==> config.mk <==
export PLATFORM = sky130hd
export DESIGN_NAME = nernst_potential_unit_core
export DESIGN_NICKNAME = d
export VERILOG_FILES = /design/src/rtl/nernst_pkg.sv /design/src/rtl/nernst_potential_unit_core.sv
export SDC_FILE = /design/constraint.sdc
export NUM_CORES = 2
export LEC_CHECK = 0
export BUFFER_PORTS_ARGS = -buffer_cell sky130_fd_sc_hd__buf_2
export CAP_MARGIN = 20
export CELL_PAD_IN_SITES_DETAIL_PLACEMENT = 0
export CELL_PAD_IN_SITES_GLOBAL_PLACEMENT = 1
export CORE_MARGIN = 1.5
export CORE_UTILIZATION = 40
export CTS_BUF_LIST = sky130_fd_sc_hd__clkbuf_4 sky130_fd_sc_hd__clkbuf_8
export CTS_CLUSTER_DIAMETER = 40
export CTS_CLUSTER_SIZE = 40
export DETAILED_ROUTE_END_ITERATION = 16
export PLACE_DENSITY = 0.69
export SYNTH_ARGS = -nofsm -noshare
export SYNTH_HDL_FRONTEND = slang
export SYNTH_SLANG_ARGS = --single-unit
==> constraint.sdc <==
create_clock -name clk -period 28.3 [get_ports clk]
set_input_delay 2.83 -clock clk [delete_from_list [all_inputs] [get_ports clk]]
set_output_delay 2.83 -clock clk [all_outputs]
set_load 0.02 [all_outputs]
==> src/rtl/nernst_pkg.sv <==
// ----------------------------------------------------------------------------
// Nernst potential unit package
// Item types, codes, fixed widths and constants shared by the unit.
// ----------------------------------------------------------------------------
package nernst_pkg;

    // Default sizing of the concentration store and the log fraction
    localparam int CONC_BITS_DEF = 32;
    localparam int LOG_ITER_DEF  = 24;

    // Fixed field and register widths
    localparam int CONC_W   = 32;
    localparam int POT_W    = 32;
    localparam int TEMP_W   = 18;
    localparam int VAL_W    = 4;
    localparam int SCALE_W  = 24;
    localparam int CFG_W    = 24;
    localparam int MUL_W    = 32;

    // (R/F) * ln2 in unsigned Q0.40
    localparam int            K_W        = 26;
    localparam logic [K_W-1:0] RF_LN2_Q40 = 26'd65673283;

    // Gain datapath widths: |scale| * T, then times K, then drop 32 bits
    localparam int P1_W    = SCALE_W + TEMP_W;
    localparam int GACC_W  = P1_W + K_W;
    localparam int GMAG_W  = GACC_W - 32;

    // Register indexes
    localparam logic [1:0] REG_TEMPERATURE = 2'd0;
    localparam logic [1:0] REG_VALENCE     = 2'd1;
    localparam logic [1:0] REG_SCALE       = 2'd2;

    // Operation codes
    localparam logic [1:0] OP_SET_INSIDE  = 2'd0;
    localparam logic [1:0] OP_SET_OUTSIDE = 2'd1;
    localparam logic [1:0] OP_READ        = 2'd2;

    // Status codes
    localparam logic [1:0] STATUS_OK        = 2'd0;
    localparam logic [1:0] STATUS_UNDEFINED = 2'd1;
    localparam logic [1:0] STATUS_SATURATED = 2'd2;

    // Sequencer states
    typedef enum logic [2:0] {
        ST_IDLE,
        ST_GAIN,
        ST_GDIV,
        ST_NORM,
        ST_LOG,
        ST_DIFF,
        ST_PROD,
        ST_DONE
    } nernst_state_t;

    // Request item
    typedef struct packed {
        logic [1:0]        op;
        logic [CONC_W-1:0] conc;
    } nernst_req_t;

    // Response item
    typedef struct packed {
        logic signed [POT_W-1:0] potential;
        logic [1:0]              status;
    } nernst_rsp_t;

endpackage

==> src/rtl/nernst_potential_unit_core.sv <==
// ----------------------------------------------------------------------------
// Nernst potential unit core
// Reversal potential from stored ion concentrations, one shared multiplier.
// ----------------------------------------------------------------------------
// Usage
//   req channel (req_valid/req_stall/req): an item carries op and conc. Op 0
//   replaces the inside concentration, op 1 the outside one, any other code
//   only asks for the potential. Items give one rsp each, bar a cfg abort.
//   rsp channel (rsp_valid/rsp_stall/rsp): potential in Q8.24 volts, status.
//   cfg port (cfg_write/cfg_index/cfg_data): temperature, valence, scale.
// Timing
//   A read-only item goes through the log difference, the product with the
//   gain and the response step. An item that sets a nonzero concentration
//   first runs a shift search that normalises the value, then the shared
//   32x32 multiplier squares the mantissa once per log bit. Only the changed
//   concentration has its log taken; both logs are kept. One item is in work
//   at a time; req_stall stays high until it finishes. Every effective cfg
//   write recomputes the gain in 5 gain steps and a bit-serial divide by
//   |valence| with req_stall high; an item before its last step gets no rsp.
// Reset and stall
//   Reset loads the default registers and runs the same gain pass.
//   A result waits in the rsp register while rsp_stall is high; the next item
//   is still taken and held in its last step until the register frees.
// ----------------------------------------------------------------------------
module nernst_potential_unit_core
    import nernst_pkg::*;
#(
    parameter int CONC_BITS      = CONC_BITS_DEF,
    parameter int LOG_ITERATIONS = LOG_ITER_DEF
)
(
    input  logic        clk,
    input  logic        rst_n,
    input  logic        req_valid,
    output logic        req_stall,
    input  nernst_req_t req,
    output logic        rsp_valid,
    input  logic        rsp_stall,
    output nernst_rsp_t rsp,
    input  logic        cfg_write,
    input  logic [1:0]  cfg_index,
    input  logic [CFG_W-1:0] cfg_data
);

    // Derived widths
    localparam int NSTEP   = $clog2(CONC_BITS);
    localparam int IW      = $clog2(CONC_BITS + 1);
    localparam int LOG_W   = IW + LOG_ITERATIONS;
    localparam int PROD_W  = LOG_W + GMAG_W;
    localparam int ACC_W   = (PROD_W > GACC_W) ? PROD_W : GACC_W;
    localparam int S_SHIFT = 8 + LOG_ITERATIONS;
    localparam int CNT_MAX = (GMAG_W > LOG_ITERATIONS) ? GMAG_W : LOG_ITERATIONS;
    localparam int CNT_W   = $clog2(CNT_MAX + 1);

    localparam logic [LOG_W-1:0] LOG_ONE_UNIT = LOG_W'(16) << LOG_ITERATIONS;

    // Control state
    nernst_state_t          state_reg, state_next;
    logic [CNT_W-1:0]       cnt_reg, cnt_next;
    logic [TEMP_W-1:0]      temp_reg, temp_next;
    logic [VAL_W-1:0]       val_reg, val_next;
    logic [SCALE_W-1:0]     scale_reg, scale_next;
    logic                   zero_in_reg, zero_in_next;
    logic                   zero_out_reg, zero_out_next;
    logic [LOG_W-1:0]       log_in_reg, log_in_next;
    logic [LOG_W-1:0]       log_out_reg, log_out_next;
    logic                   rsp_valid_reg, rsp_valid_next;

    // Datapath
    logic [2*MUL_W-1:0]     prod_reg, prod_next;
    logic [ACC_W-1:0]       acc_reg, acc_next;
    logic [P1_W-33:0]       p1_hi_reg, p1_hi_next;
    logic [GMAG_W-1:0]      gmag_reg, gmag_next;
    logic                   gneg_reg, gneg_next;
    logic [VAL_W-1:0]       rem_reg, rem_next;
    logic [CONC_BITS-1:0]   x_reg, x_next;
    logic [NSTEP-1:0]       sh_reg, sh_next;
    logic [IW-1:0]          p_reg, p_next;
    logic                   sel_out_reg, sel_out_next;
    logic [MUL_W-1:0]       m_reg, m_next;
    logic [LOG_ITERATIONS-1:0] frac_reg, frac_next;
    logic [LOG_W-1:0]       dmag_reg, dmag_next;
    logic                   neg_reg, neg_next;
    nernst_rsp_t            rsp_reg, rsp_next;

    // Shared multiplier
    logic [MUL_W-1:0]       mul_a, mul_b;
    logic [2*MUL_W-1:0]     mul_prod;

    // Scratch
    logic [SCALE_W-1:0]     smag;
    logic [VAL_W-1:0]       vmag;
    logic                   req_accept;
    logic [CONC_BITS-1:0]   conc_in;
    logic [VAL_W:0]         r_try;
    logic                   r_ge;
    logic [NSTEP-1:0]       step_k;
    logic [CONC_BITS-1:0]   top_mask;
    logic [CONC_BITS-1:0]   x_norm;
    logic [CONC_BITS+31:0]  x_ext;
    logic [MUL_W:0]         sq_t;
    logic [63:0]            dpad, gpad;
    logic [1:0]             pj, aj;
    logic [6:0]             shamt;
    logic [ACC_W-1:0]       mag;
    logic [POT_W-1:0]       limit;
    logic                   cfg_hit;

    assign mul_prod   = mul_a * mul_b;
    assign req_stall  = (state_reg != ST_IDLE) || cfg_write;
    assign req_accept = req_valid && !req_stall;
    assign rsp_valid  = rsp_valid_reg;
    assign rsp        = rsp_reg;

    assign smag = scale_reg[SCALE_W-1] ? (~scale_reg + SCALE_W'(1)) : scale_reg;
    assign vmag = val_reg[VAL_W-1] ? (~val_reg + VAL_W'(1)) : val_reg;
    assign conc_in = CONC_BITS'(req.conc);

    // Next state, sequencer and datapath steps
    always_comb
    begin
        state_next     = state_reg;
        cnt_next       = cnt_reg;
        temp_next      = temp_reg;
        val_next       = val_reg;
        scale_next     = scale_reg;
        zero_in_next   = zero_in_reg;
        zero_out_next  = zero_out_reg;
        log_in_next    = log_in_reg;
        log_out_next   = log_out_reg;
        rsp_valid_next = rsp_valid_reg;
        prod_next      = mul_prod;
        acc_next       = acc_reg;
        p1_hi_next     = p1_hi_reg;
        gmag_next      = gmag_reg;
        gneg_next      = gneg_reg;
        rem_next       = rem_reg;
        x_next         = x_reg;
        sh_next        = sh_reg;
        p_next         = p_reg;
        sel_out_next   = sel_out_reg;
        m_next         = m_reg;
        frac_next      = frac_reg;
        dmag_next      = dmag_reg;
        neg_next       = neg_reg;
        rsp_next       = rsp_reg;
        mul_a          = '0;
        mul_b          = '0;
        r_try          = {rem_reg, gmag_reg[GMAG_W-1]};
        r_ge           = (r_try >= {1'b0, vmag});
        step_k         = NSTEP'(1) << (NSTEP'(NSTEP - 1) - NSTEP'(cnt_reg));
        top_mask       = ~({CONC_BITS{1'b1}} >> step_k);
        x_norm         = ((x_reg & top_mask) == '0) ? (x_reg << step_k) : x_reg;
        x_ext          = {x_norm, 32'b0};
        sq_t           = mul_prod[2*MUL_W-1:31];
        dpad           = 64'(dmag_reg);
        gpad           = 64'(gmag_reg);
        pj             = cnt_reg[1:0];
        aj             = cnt_reg[1:0] - 2'd1;
        shamt          = {aj[1] & aj[0], aj[1] ^ aj[0], 5'b0};
        mag            = acc_reg >> S_SHIFT;
        limit          = neg_reg ? 32'h8000_0000 : 32'h7FFF_FFFF;
        cfg_hit        = 1'b0;

        // Drop the response once taken
        if (rsp_valid_reg && !rsp_stall)
        begin
            rsp_valid_next = 1'b0;
        end

        unique case (state_reg)
            ST_IDLE:
            begin
                if (req_accept)
                begin
                    cnt_next  = '0;
                    sh_next   = '0;
                    x_next    = conc_in;
                    state_next = ST_DIFF;
                    unique case (req.op)
                        OP_SET_INSIDE:
                        begin
                            zero_in_next = (conc_in == '0);
                            sel_out_next = 1'b0;
                            if (conc_in != '0)
                            begin
                                state_next = ST_NORM;
                            end
                        end
                        OP_SET_OUTSIDE:
                        begin
                            zero_out_next = (conc_in == '0);
                            sel_out_next  = 1'b1;
                            if (conc_in != '0)
                            begin
                                state_next = ST_NORM;
                            end
                        end
                        default:
                        begin
                            state_next = ST_DIFF;
                        end
                    endcase
                end
            end

            // Gain: |scale| * T, times K in two partial products
            ST_GAIN:
            begin
                cnt_next = cnt_reg + CNT_W'(1);
                unique case (cnt_reg)
                    CNT_W'(0):
                    begin
                        mul_a = MUL_W'(smag);
                        mul_b = MUL_W'(temp_reg);
                    end
                    CNT_W'(1):
                    begin
                        mul_a      = prod_reg[31:0];
                        mul_b      = MUL_W'(RF_LN2_Q40);
                        p1_hi_next = prod_reg[P1_W-1:32];
                    end
                    CNT_W'(2):
                    begin
                        mul_a    = MUL_W'(p1_hi_reg);
                        mul_b    = MUL_W'(RF_LN2_Q40);
                        acc_next = ACC_W'(prod_reg);
                    end
                    CNT_W'(3):
                    begin
                        acc_next = acc_reg + ACC_W'({{ACC_W{1'b0}}, prod_reg} << 32);
                    end
                    default:
                    begin
                        gmag_next  = acc_reg[32 +: GMAG_W];
                        gneg_next  = scale_reg[SCALE_W-1] ^ val_reg[VAL_W-1];
                        rem_next   = '0;
                        cnt_next   = '0;
                        state_next = ST_GDIV;
                    end
                endcase
            end

            // Restoring divide by |valence|, one quotient bit a cycle
            ST_GDIV:
            begin
                rem_next  = r_ge ? VAL_W'(r_try - {1'b0, vmag}) : VAL_W'(r_try);
                gmag_next = {gmag_reg[GMAG_W-2:0], r_ge};
                cnt_next  = cnt_reg + CNT_W'(1);
                if (cnt_reg == CNT_W'(GMAG_W - 1))
                begin
                    state_next = ST_IDLE;
                end
            end

            // Binary leading-one search, halving the shift each cycle
            ST_NORM:
            begin
                x_next   = x_norm;
                sh_next  = ((x_reg & top_mask) == '0) ? (sh_reg + step_k) : sh_reg;
                cnt_next = cnt_reg + CNT_W'(1);
                if (cnt_reg == CNT_W'(NSTEP - 1))
                begin
                    m_next     = x_ext[CONC_BITS+31 -: 32];
                    p_next     = IW'(CONC_BITS - 1) - IW'(sh_next);
                    frac_next  = '0;
                    cnt_next   = '0;
                    state_next = ST_LOG;
                end
            end

            // Square the mantissa, one fraction bit a cycle
            ST_LOG:
            begin
                mul_a     = m_reg;
                mul_b     = m_reg;
                m_next    = sq_t[MUL_W] ? sq_t[MUL_W:1] : sq_t[MUL_W-1:0];
                frac_next = {frac_reg[LOG_ITERATIONS-2:0], sq_t[MUL_W]};
                cnt_next  = cnt_reg + CNT_W'(1);
                if (cnt_reg == CNT_W'(LOG_ITERATIONS - 1))
                begin
                    if (sel_out_reg)
                    begin
                        log_out_next = {p_reg, frac_next};
                    end
                    else
                    begin
                        log_in_next = {p_reg, frac_next};
                    end
                    state_next = ST_DIFF;
                end
            end

            // Log difference magnitude and result sign
            ST_DIFF:
            begin
                cnt_next = '0;
                if (zero_in_reg || zero_out_reg)
                begin
                    state_next = ST_DONE;
                end
                else
                begin
                    if (log_out_reg < log_in_reg)
                    begin
                        dmag_next = log_in_reg - log_out_reg;
                        neg_next  = !gneg_reg;
                    end
                    else
                    begin
                        dmag_next = log_out_reg - log_in_reg;
                        neg_next  = gneg_reg;
                    end
                    state_next = ST_PROD;
                end
            end

            // Four 32x32 partial products, each added in the cycle after it forms
            ST_PROD:
            begin
                mul_a    = pj[1] ? dpad[63:32] : dpad[31:0];
                mul_b    = pj[0] ? gpad[63:32] : gpad[31:0];
                cnt_next = cnt_reg + CNT_W'(1);
                if (cnt_reg == '0)
                begin
                    acc_next = '0;
                end
                else
                begin
                    acc_next = acc_reg + ACC_W'({{ACC_W{1'b0}}, prod_reg} << shamt);
                end
                if (cnt_reg == CNT_W'(4))
                begin
                    state_next = ST_DONE;
                end
            end

            // Hold the result until the response register frees
            ST_DONE:
            begin
                if (!rsp_valid_reg || !rsp_stall)
                begin
                    if (zero_in_reg || zero_out_reg)
                    begin
                        rsp_next.potential = '0;
                        rsp_next.status    = STATUS_UNDEFINED;
                    end
                    else if (mag > ACC_W'(limit))
                    begin
                        rsp_next.potential = limit;
                        rsp_next.status    = STATUS_SATURATED;
                    end
                    else
                    begin
                        rsp_next.potential = neg_reg ? (POT_W'(0) - mag[POT_W-1:0])
                                                     : mag[POT_W-1:0];
                        rsp_next.status    = STATUS_OK;
                    end
                    rsp_valid_next = 1'b1;
                    state_next     = ST_IDLE;
                end
            end

            default:
            begin
                state_next = ST_IDLE;
            end
        endcase

        // Register writes; a zero temperature or valence is ignored
        if (cfg_write)
        begin
            unique case (cfg_index)
                REG_TEMPERATURE:
                begin
                    if (cfg_data[TEMP_W-1:0] != '0)
                    begin
                        temp_next = cfg_data[TEMP_W-1:0];
                        cfg_hit   = 1'b1;
                    end
                end
                REG_VALENCE:
                begin
                    if (cfg_data[VAL_W-1:0] != '0)
                    begin
                        val_next = cfg_data[VAL_W-1:0];
                        cfg_hit  = 1'b1;
                    end
                end
                REG_SCALE:
                begin
                    scale_next = cfg_data[SCALE_W-1:0];
                    cfg_hit    = 1'b1;
                end
                default:
                begin
                    cfg_hit = 1'b0;
                end
            endcase
        end

        // Restart the gain pass after any effective write
        if (cfg_hit)
        begin
            state_next = ST_GAIN;
            cnt_next   = '0;
        end
    end

    // Control registers
    always_ff @(posedge clk or negedge rst_n)
    begin
        if (!rst_n)
        begin
            state_reg     <= ST_GAIN;
            cnt_reg       <= '0;
            temp_reg      <= TEMP_W'(76800);
            val_reg       <= VAL_W'(1);
            scale_reg     <= SCALE_W'(65536);
            zero_in_reg   <= 1'b0;
            zero_out_reg  <= 1'b0;
            log_in_reg    <= LOG_ONE_UNIT;
            log_out_reg   <= LOG_ONE_UNIT;
            rsp_valid_reg <= 1'b0;
        end
        else
        begin
            state_reg     <= state_next;
            cnt_reg       <= cnt_next;
            temp_reg      <= temp_next;
            val_reg       <= val_next;
            scale_reg     <= scale_next;
            zero_in_reg   <= zero_in_next;
            zero_out_reg  <= zero_out_next;
            log_in_reg    <= log_in_next;
            log_out_reg   <= log_out_next;
            rsp_valid_reg <= rsp_valid_next;
        end
    end

    // Datapath registers
    always_ff @(posedge clk)
    begin
        prod_reg    <= prod_next;
        acc_reg     <= acc_next;
        p1_hi_reg   <= p1_hi_next;
        gmag_reg    <= gmag_next;
        gneg_reg    <= gneg_next;
        rem_reg     <= rem_next;
        x_reg       <= x_next;
        sh_reg      <= sh_next;
        p_reg       <= p_next;
        sel_out_reg <= sel_out_next;
        m_reg       <= m_next;
        frac_reg    <= frac_next;
        dmag_reg    <= dmag_next;
        neg_reg     <= neg_next;
        rsp_reg     <= rsp_next;
    end

endmodule
# After elaboration in Yosys (flattened, before gate mapping)
# Index checks and enable logic that the tools add are counted.
[totals]
register_bits = 465
in_bits = 65
elab_cells = 189
[op_classes]
n_addsub = 13
multipliers = 1
order_cmp = 3
n_eq_ne = 27
n_shift = 4
n_mux = 57
n_bitwise = 10
reduce_logical = 48
[op_table]
columns = ["operator", "n"]
rows = [
  ["$pmux 32 s3", 3],
  ["$pmux 68 s2", 2],
  ["$mux 32", 7],
  ["$add 68x68->68", 2],
  ["$pmux 32 s2", 2],
  ["$pmux 36 s2", 1],
  ["$mux 68", 1],
  ["$shl 64x7->68", 1],
  ["$logic_not 32->1", 2],
  ["$mul 32x32->64", 1],
  ["$mux 30", 2],
  ["$sub 30x30->30", 2],
  ["$pmux 26 s2", 1],
  ["$pmux 23 s2", 1],
  ["$gt 36x32->1", 1],
  ["$mux 36", 1],
  ["$mux 34", 1],
  ["$and 32x32->32", 1],
  ["$not 32->32", 1],
  ["$reduce_bool 32->1", 1],
  ["$shl 32x5->32", 1],
  ["$shr 32x5->32 const A", 1],
  ["$sub 1x32->32 const A", 1],
  ["$lt 30x30->1", 1],
  ["other kinds (58)", 125],
]

# Depth between registers and ports, before layout
[depth]
ltp_word = 9
mapped_depth = 42
ltp_nobuf = 37

# Least setup slack after synthesis
# OpenSTA, ideal clock, no wires.
[synth_path]
path_kind = "register to register"
start = "register cnt_reg[0]"
end = "register m_reg[11] (data pin)"
setup_ns = 0.279
arrival_time_ns = 9.436
path_slack_ns = 18.586
path_stages_with_launch = 39
path_buffers = 5
period_less_slack_ns = 9.714
path_cell_list = "dfrtp_1 -> clkbuf_1 -> inv_1 -> clkbuf_1 -> ha_1 -> clkbuf_1 -> and2_1 -> o31ai_1 -> nor2_1 -> a221oi_2 -> buf_2 -> nor2_1 -> fa_1 -> inv_1 -> fa_1 -> inv_1 -> fa_1 -> inv_1 -> [3 not listed] -> fa_1 -> fa_1 -> inv_1 -> fa_1 -> inv_1 -> ha_1 -> a211oi_1 -> nor2_1 -> a211o_1 -> a21oi_1 -> a21boi_2 -> o21a_2 -> o21ai_2 -> o221ai_2 -> xor2_2 -> buf_6 -> mux2i_1 -> mux2i_1"
[synth_via]
elab_chain_cells = 9
elab_cells_between_ends = 21
cone_classes = "add/sub: 1; mul: 1; eq/ne: 2; shift: 3; mux: 9; bitwise: 2; reduce/logical: 3"
[synth_rtl]
columns = ["element", "line", "text"]
rows = [
  ["from (decl)", "nernst_potential_unit_core.sv:59", "logic [CNT_W-1:0] cnt_reg, cnt_next;"],
  ["from (signal assigned)", "nernst_potential_unit_core.sv:429", "cnt_reg <= cnt_next;"],
  ["branches (longest 8 deep; another with $mul 32x32->64)", "-", ""],
  ["$pmux 32 s2 (*)", "nernst_potential_unit_core.sv:171", "unique case (state_reg)"],
  ["via m_next[11]", "nernst_potential_unit_core.sv:80", "logic [MUL_W-1:0] m_reg, m_next;"],
  ["to (signal assigned)", "nernst_potential_unit_core.sv:454", "m_reg <= m_next;"],
  ["to (decl)", "nernst_potential_unit_core.sv:80", ""],
]
# Mark *: on every way through the listed nets, which the timed path passes. The select of a mux whose other input is x is not followed.
# A chain may end at the register's enable or synchronous reset.

# Worst setup path in the final report
[layout_path]
start = "register cnt_reg[1]"
end = "register m_reg[19] (data pin)"
[layout_via]
elab_cells_between_ends = 21
cone_classes = "add/sub: 1; mul: 1; eq/ne: 2; shift: 3; mux: 9; bitwise: 2; reduce/logical: 3"
[layout_rtl]
columns = ["element", "line", "text"]
rows = [
  ["$eq 6x2->1 / $eq 6x1->1 (equally long branches)", "nernst_potential_unit_core.sv:211", "unique case (cnt_reg)"],
  ["$reduce_or 2->1 (no line)", "-", ""],
  ["$pmux 26 s2", "nernst_potential_unit_core.sv:211", ""],
  ["$pmux 32 s3", "nernst_potential_unit_core.sv:171", ""],
  ["$mul 32x32->64 (*)", "nernst_potential_unit_core.sv:109", "assign mul_prod = mul_a * mul_b;"],
  ["via mul_prod[50]", "nernst_potential_unit_core.sv:88", "logic [2*MUL_W-1:0] mul_prod;"],
  ["$mux 32 (*)", "nernst_potential_unit_core.sv:277", "m_next = sq_t[MUL_W] ? sq_t[MUL_W:1] : sq_t[MUL_W-1:0];"],
  ["$pmux 32 s2 (*)", "nernst_potential_unit_core.sv:171", ""],
  ["via m_next[19]", "nernst_potential_unit_core.sv:80", ""],
]
# Mark *: on every way through the listed nets, which the timed path passes. The rest lies on a longest branch. The select of a mux whose other input is x is not followed.

==> results.txt <==
----------------------------------------------------
[Worst setup path]
  Largest fanout on the critical path ... 26
  Delay of the slowest cell on the worst path ... 1.08 ns
  Crit Path Category ... reg -> reg
  Cell repeated most along the worst path ... fa_1
  Critical Path RT ... 28.95 ns
  Cell class contributing the biggest share of worst-path delay ... adder cells
  Worst reg-to-reg setup slack ... 16.00 ns
  Crit path max-delay cell type ... o31ai_1
  Nature of the critical path startpoint ... flop
  Sort of element at the end of the critical path ... flop
  Length in cells of the worst reg-to-reg path ... 32
  Startpoint of the lowest-slack register-to-register path ... cnt_reg[1]$_DFFE_PN0P_
  Number of buffer and inverter instances along the worst setup path ... 6
  Worst r2r dst ... m_reg[19]$_DFFE_PP_
  Worst path arrival time ... 12.95 ns

[Clocking]
  Count of buffers added by post-CTS timing repair for setup ... 0
  Clock Latency Late Sink ... 0.79 ns
  Cts hold-fix bufs ... 0
  CTS max path bufs ... 3
  Maximum level of the CTS H-tree ... 3
  Clock transition at the registers of the reported paths ... 0.09 ns
  Root cell of the clock tree ... clkbuf_8
  Count of cells resized by post-cts repair ... 0
  TritonCTS buffer count ... 88
  CTS sink count ... 462
  Clock tree from TritonCTS ... built

[Logic synthesis]
  Avg Cell Area, Syn ... 8.826 um2
  Parity-gate share of the synthesized area counting xor and xnor cells ... 2.747%
  Synth top cells by count ... inv_1, nand2_1, fa_1
  Adder and majority gate portion of the synthesized area ... 36.49%
  Sequential element share of the synthesized area ... 19.30%
  Post-synthesis mux area share ... 4.490%
  Count of warnings emitted by yosys ... 0
  Top-count cell post-synth ... inv_1
  Number of library cell types mapped by synthesis ... 112
  Largest area contributor in the synthesized netlist ... fa_1
  Number of register bits inferred by synthesis ... 462
  Synthesized cell area ... 0.06563 mm2
  Dominant combinational cell family by area after synthesis ... adder cells
  Syn Inst Count ... 7436
  Biggest area contributors in the synthesized netlist ... fa_1, edfxtp_1, ha_1, inv_1, nand2_1
  Post-synthesis net count ... 8874
  Top cell type's share of synthesized area ... 27.51%
  Synthesized-area fraction occupied by ao, oa, aoi and oai cells ... 13.18%
  Most instantiated flip-flop cell in the synthesis netlist ... edfxtp_1
  Async S/R FF share, synth ... 25.11%
  Count of flip-flops with a built-in enable after synthesis ... 282
  Post-Synth Simple-Gate Area ... 14.95%

[Placement]
  Cell area after placement ... 0.06868 mm2
  HPWL after detailed placement ... 198.8 mm
  Placer Congestion ... 0.9721
  Count of buffers from port buffering ... 100
  Total placed cells including tap cells ... 9461

[Min path]
  Worst Min Path Start ... zero_in_reg$_DFFE_PN0P_
  Min-Delay Path Class ... reg -> reg
  Cells on Worst Hold Path ... 1
  WHS Endpoint ... zero_in_reg$_DFFE_PN0P_

[Final layout]
  Fin cells ... 9630
  Number of filler cells placed in the layout ... 16240
  Count of nets after finishing ... 8815
  Final std cell area, no fill ... 0.07078 mm2
  Area added between synthesis and finish ... 7.853%
  Layout cell share with drive strength beyond 1 ... 9.191%
  Flip-flop count of the largest register after layout ... 68

[STA]
  Unrepaired setup endpoints after global routing ... false
  Period Utilization, post-route ... 43.46%
  Transition at the pin with the smallest max-transition slack ... 1.216 ns
  Max_slew headroom ... 18.94%
  Clk_skew ... 0.04185 ns
  Final count of hold timing violations ... 0
  Fin Setup TNS ... 0 ns
  Final Critical Period ... 12.30 ns
  Maximum clock frequency ... 0.08130 GHz
  Total of endpoints with negative setup slack in the final report ... 0
  Total count of max-transition violations in the final report ... 0

[Drt]
  Routed via count ... 55000
  Avg Vias per Cell ... 5.712
  Drt pass-1 iters ... 8
  Number of routed nets with antenna violations ... 0
  Total length of routed wires ... 252.4 mm
  DRC violation count after routing ... 0
  Per-cell routed wire length ... 26.21 um
  Number of violations reported at the end of detailed-routing iteration 0 ... 5404

[Global routing]
  Largest net degree at the start of global routing ... 69
  Overall Global Routing Usage ... 30.18%
  First-pass GRT wire length ... 372.7 mm
  Global-route met2 utilization ... 46.77%
  Via count of the first global-routing pass ... 55480
  Total global routing overflow ... 0
  Global-route track usage on met3 ... 5.544%
  Most used routing layer ... met2
  Number of antenna violations at the first check in global routing ... 18
  Global-route met1 utilization ... 40.93%

[Floorplanning]
  Number of placement rows ... 148
  Starting Density ... 40.32%
  Placeable core area ... 0.1628 mm2
  I/O pin count ... 101
  Height of the die ... 408.1 um
  Die area ... 0.1665 mm2
  X dimension of the die ... 408.1 um

[Outcome]
  Run status ... completed

[Run]
  Max_cap viols ... 0

----------------------------------------------------
[layout by cell type (no fill, tap or decap), types with 149 or more instances in the layout]
cell      count
o21ai_0     246
edfxtp_1    282
a21o_1      149
nand2_1    1035
a21oi_1     358
ha_1        471
inv_1      1098
nor2_1      760
buf_4       161
fa_1        902
[metrics by stage]
step / utilization (%) / setup slack, ns / hold slack [ns]
floorplan: - / 18.59 / 0.4293
global placement: 42.20 / 16.19 / 0.4820
detailed placement: 42.20 / 16.02 / 0.4878
CTS: 43.48 / 16.04 / 0.5043
global route: 43.49 / 15.64 / 0.5297
finish: 43.49 / 16.00 / 0.5012
[layer usage]
layer,wire length [um],vias to the layer above
met4,13500,14
li1,-,24220
met2,112200,2266
met5,102,-
met1,106200,27990
met3,20440,511
[how the worst max path moves through the flow]
stage | from | end | depth (start not counted)
final | cnt_reg[1]$_DFFE_PN0P_ | m_reg[19]$_DFFE_PP_ | 32
after global placement | cnt_reg[1]$_DFFE_PN0P_ | m_reg[29]$_DFFE_PP_ | 32
after CTS | cnt_reg[1]$_DFFE_PN0P_ | m_reg[26]$_DFFE_PP_ | 32
after detailed placement | cnt_reg[1]$_DFFE_PN0P_ | m_reg[26]$_DFFE_PP_ | 32
after global routing | cnt_reg[1]$_DFFE_PN0P_ | m_reg[19]$_DFFE_PP_ | 32
after floorplan | cnt_reg[0]$_DFFE_PN0P_ | m_reg[11]$_DFFE_PP_ | 38
[final cells by class]
class / count / area, um2 / area share [%]
multi-input combinational: 5462 / 47450 / 67.04
sequential: 462 / 12660 / 17.89
inverter: 1101 / 4133 / 5.838
tap: 2175 / 2721 / 3.845
timing repair buffer: 262 / 1720 / 2.430
clock buffer: 98 / 1299 / 1.835
clock inverter: 68 / 790.8 / 1.117
antenna: 2 / 5.005 / 0.007071
[cell families (layout without fill, tap and decap cells)]
| group | Yosys count | in the layout |
|---|---|---|
| AOI/OAI and AO/OA | 1310 | 1310 |
| xor gates and xnor gates | 205 | 205 |
| adders and majority gates | 1373 | 1373 |
| buffers and inverters | 1512 | 1529 |
| DFF | 462 | 462 |
| muxes | 277 | 277 |
| other | 0 | 2 |
| and+or+nand+nor | 2297 | 2297 |
Power is left out: the tool's default activity adds up to more than one toggle a clock period on the data nets, which glitch-free logic cannot reach.
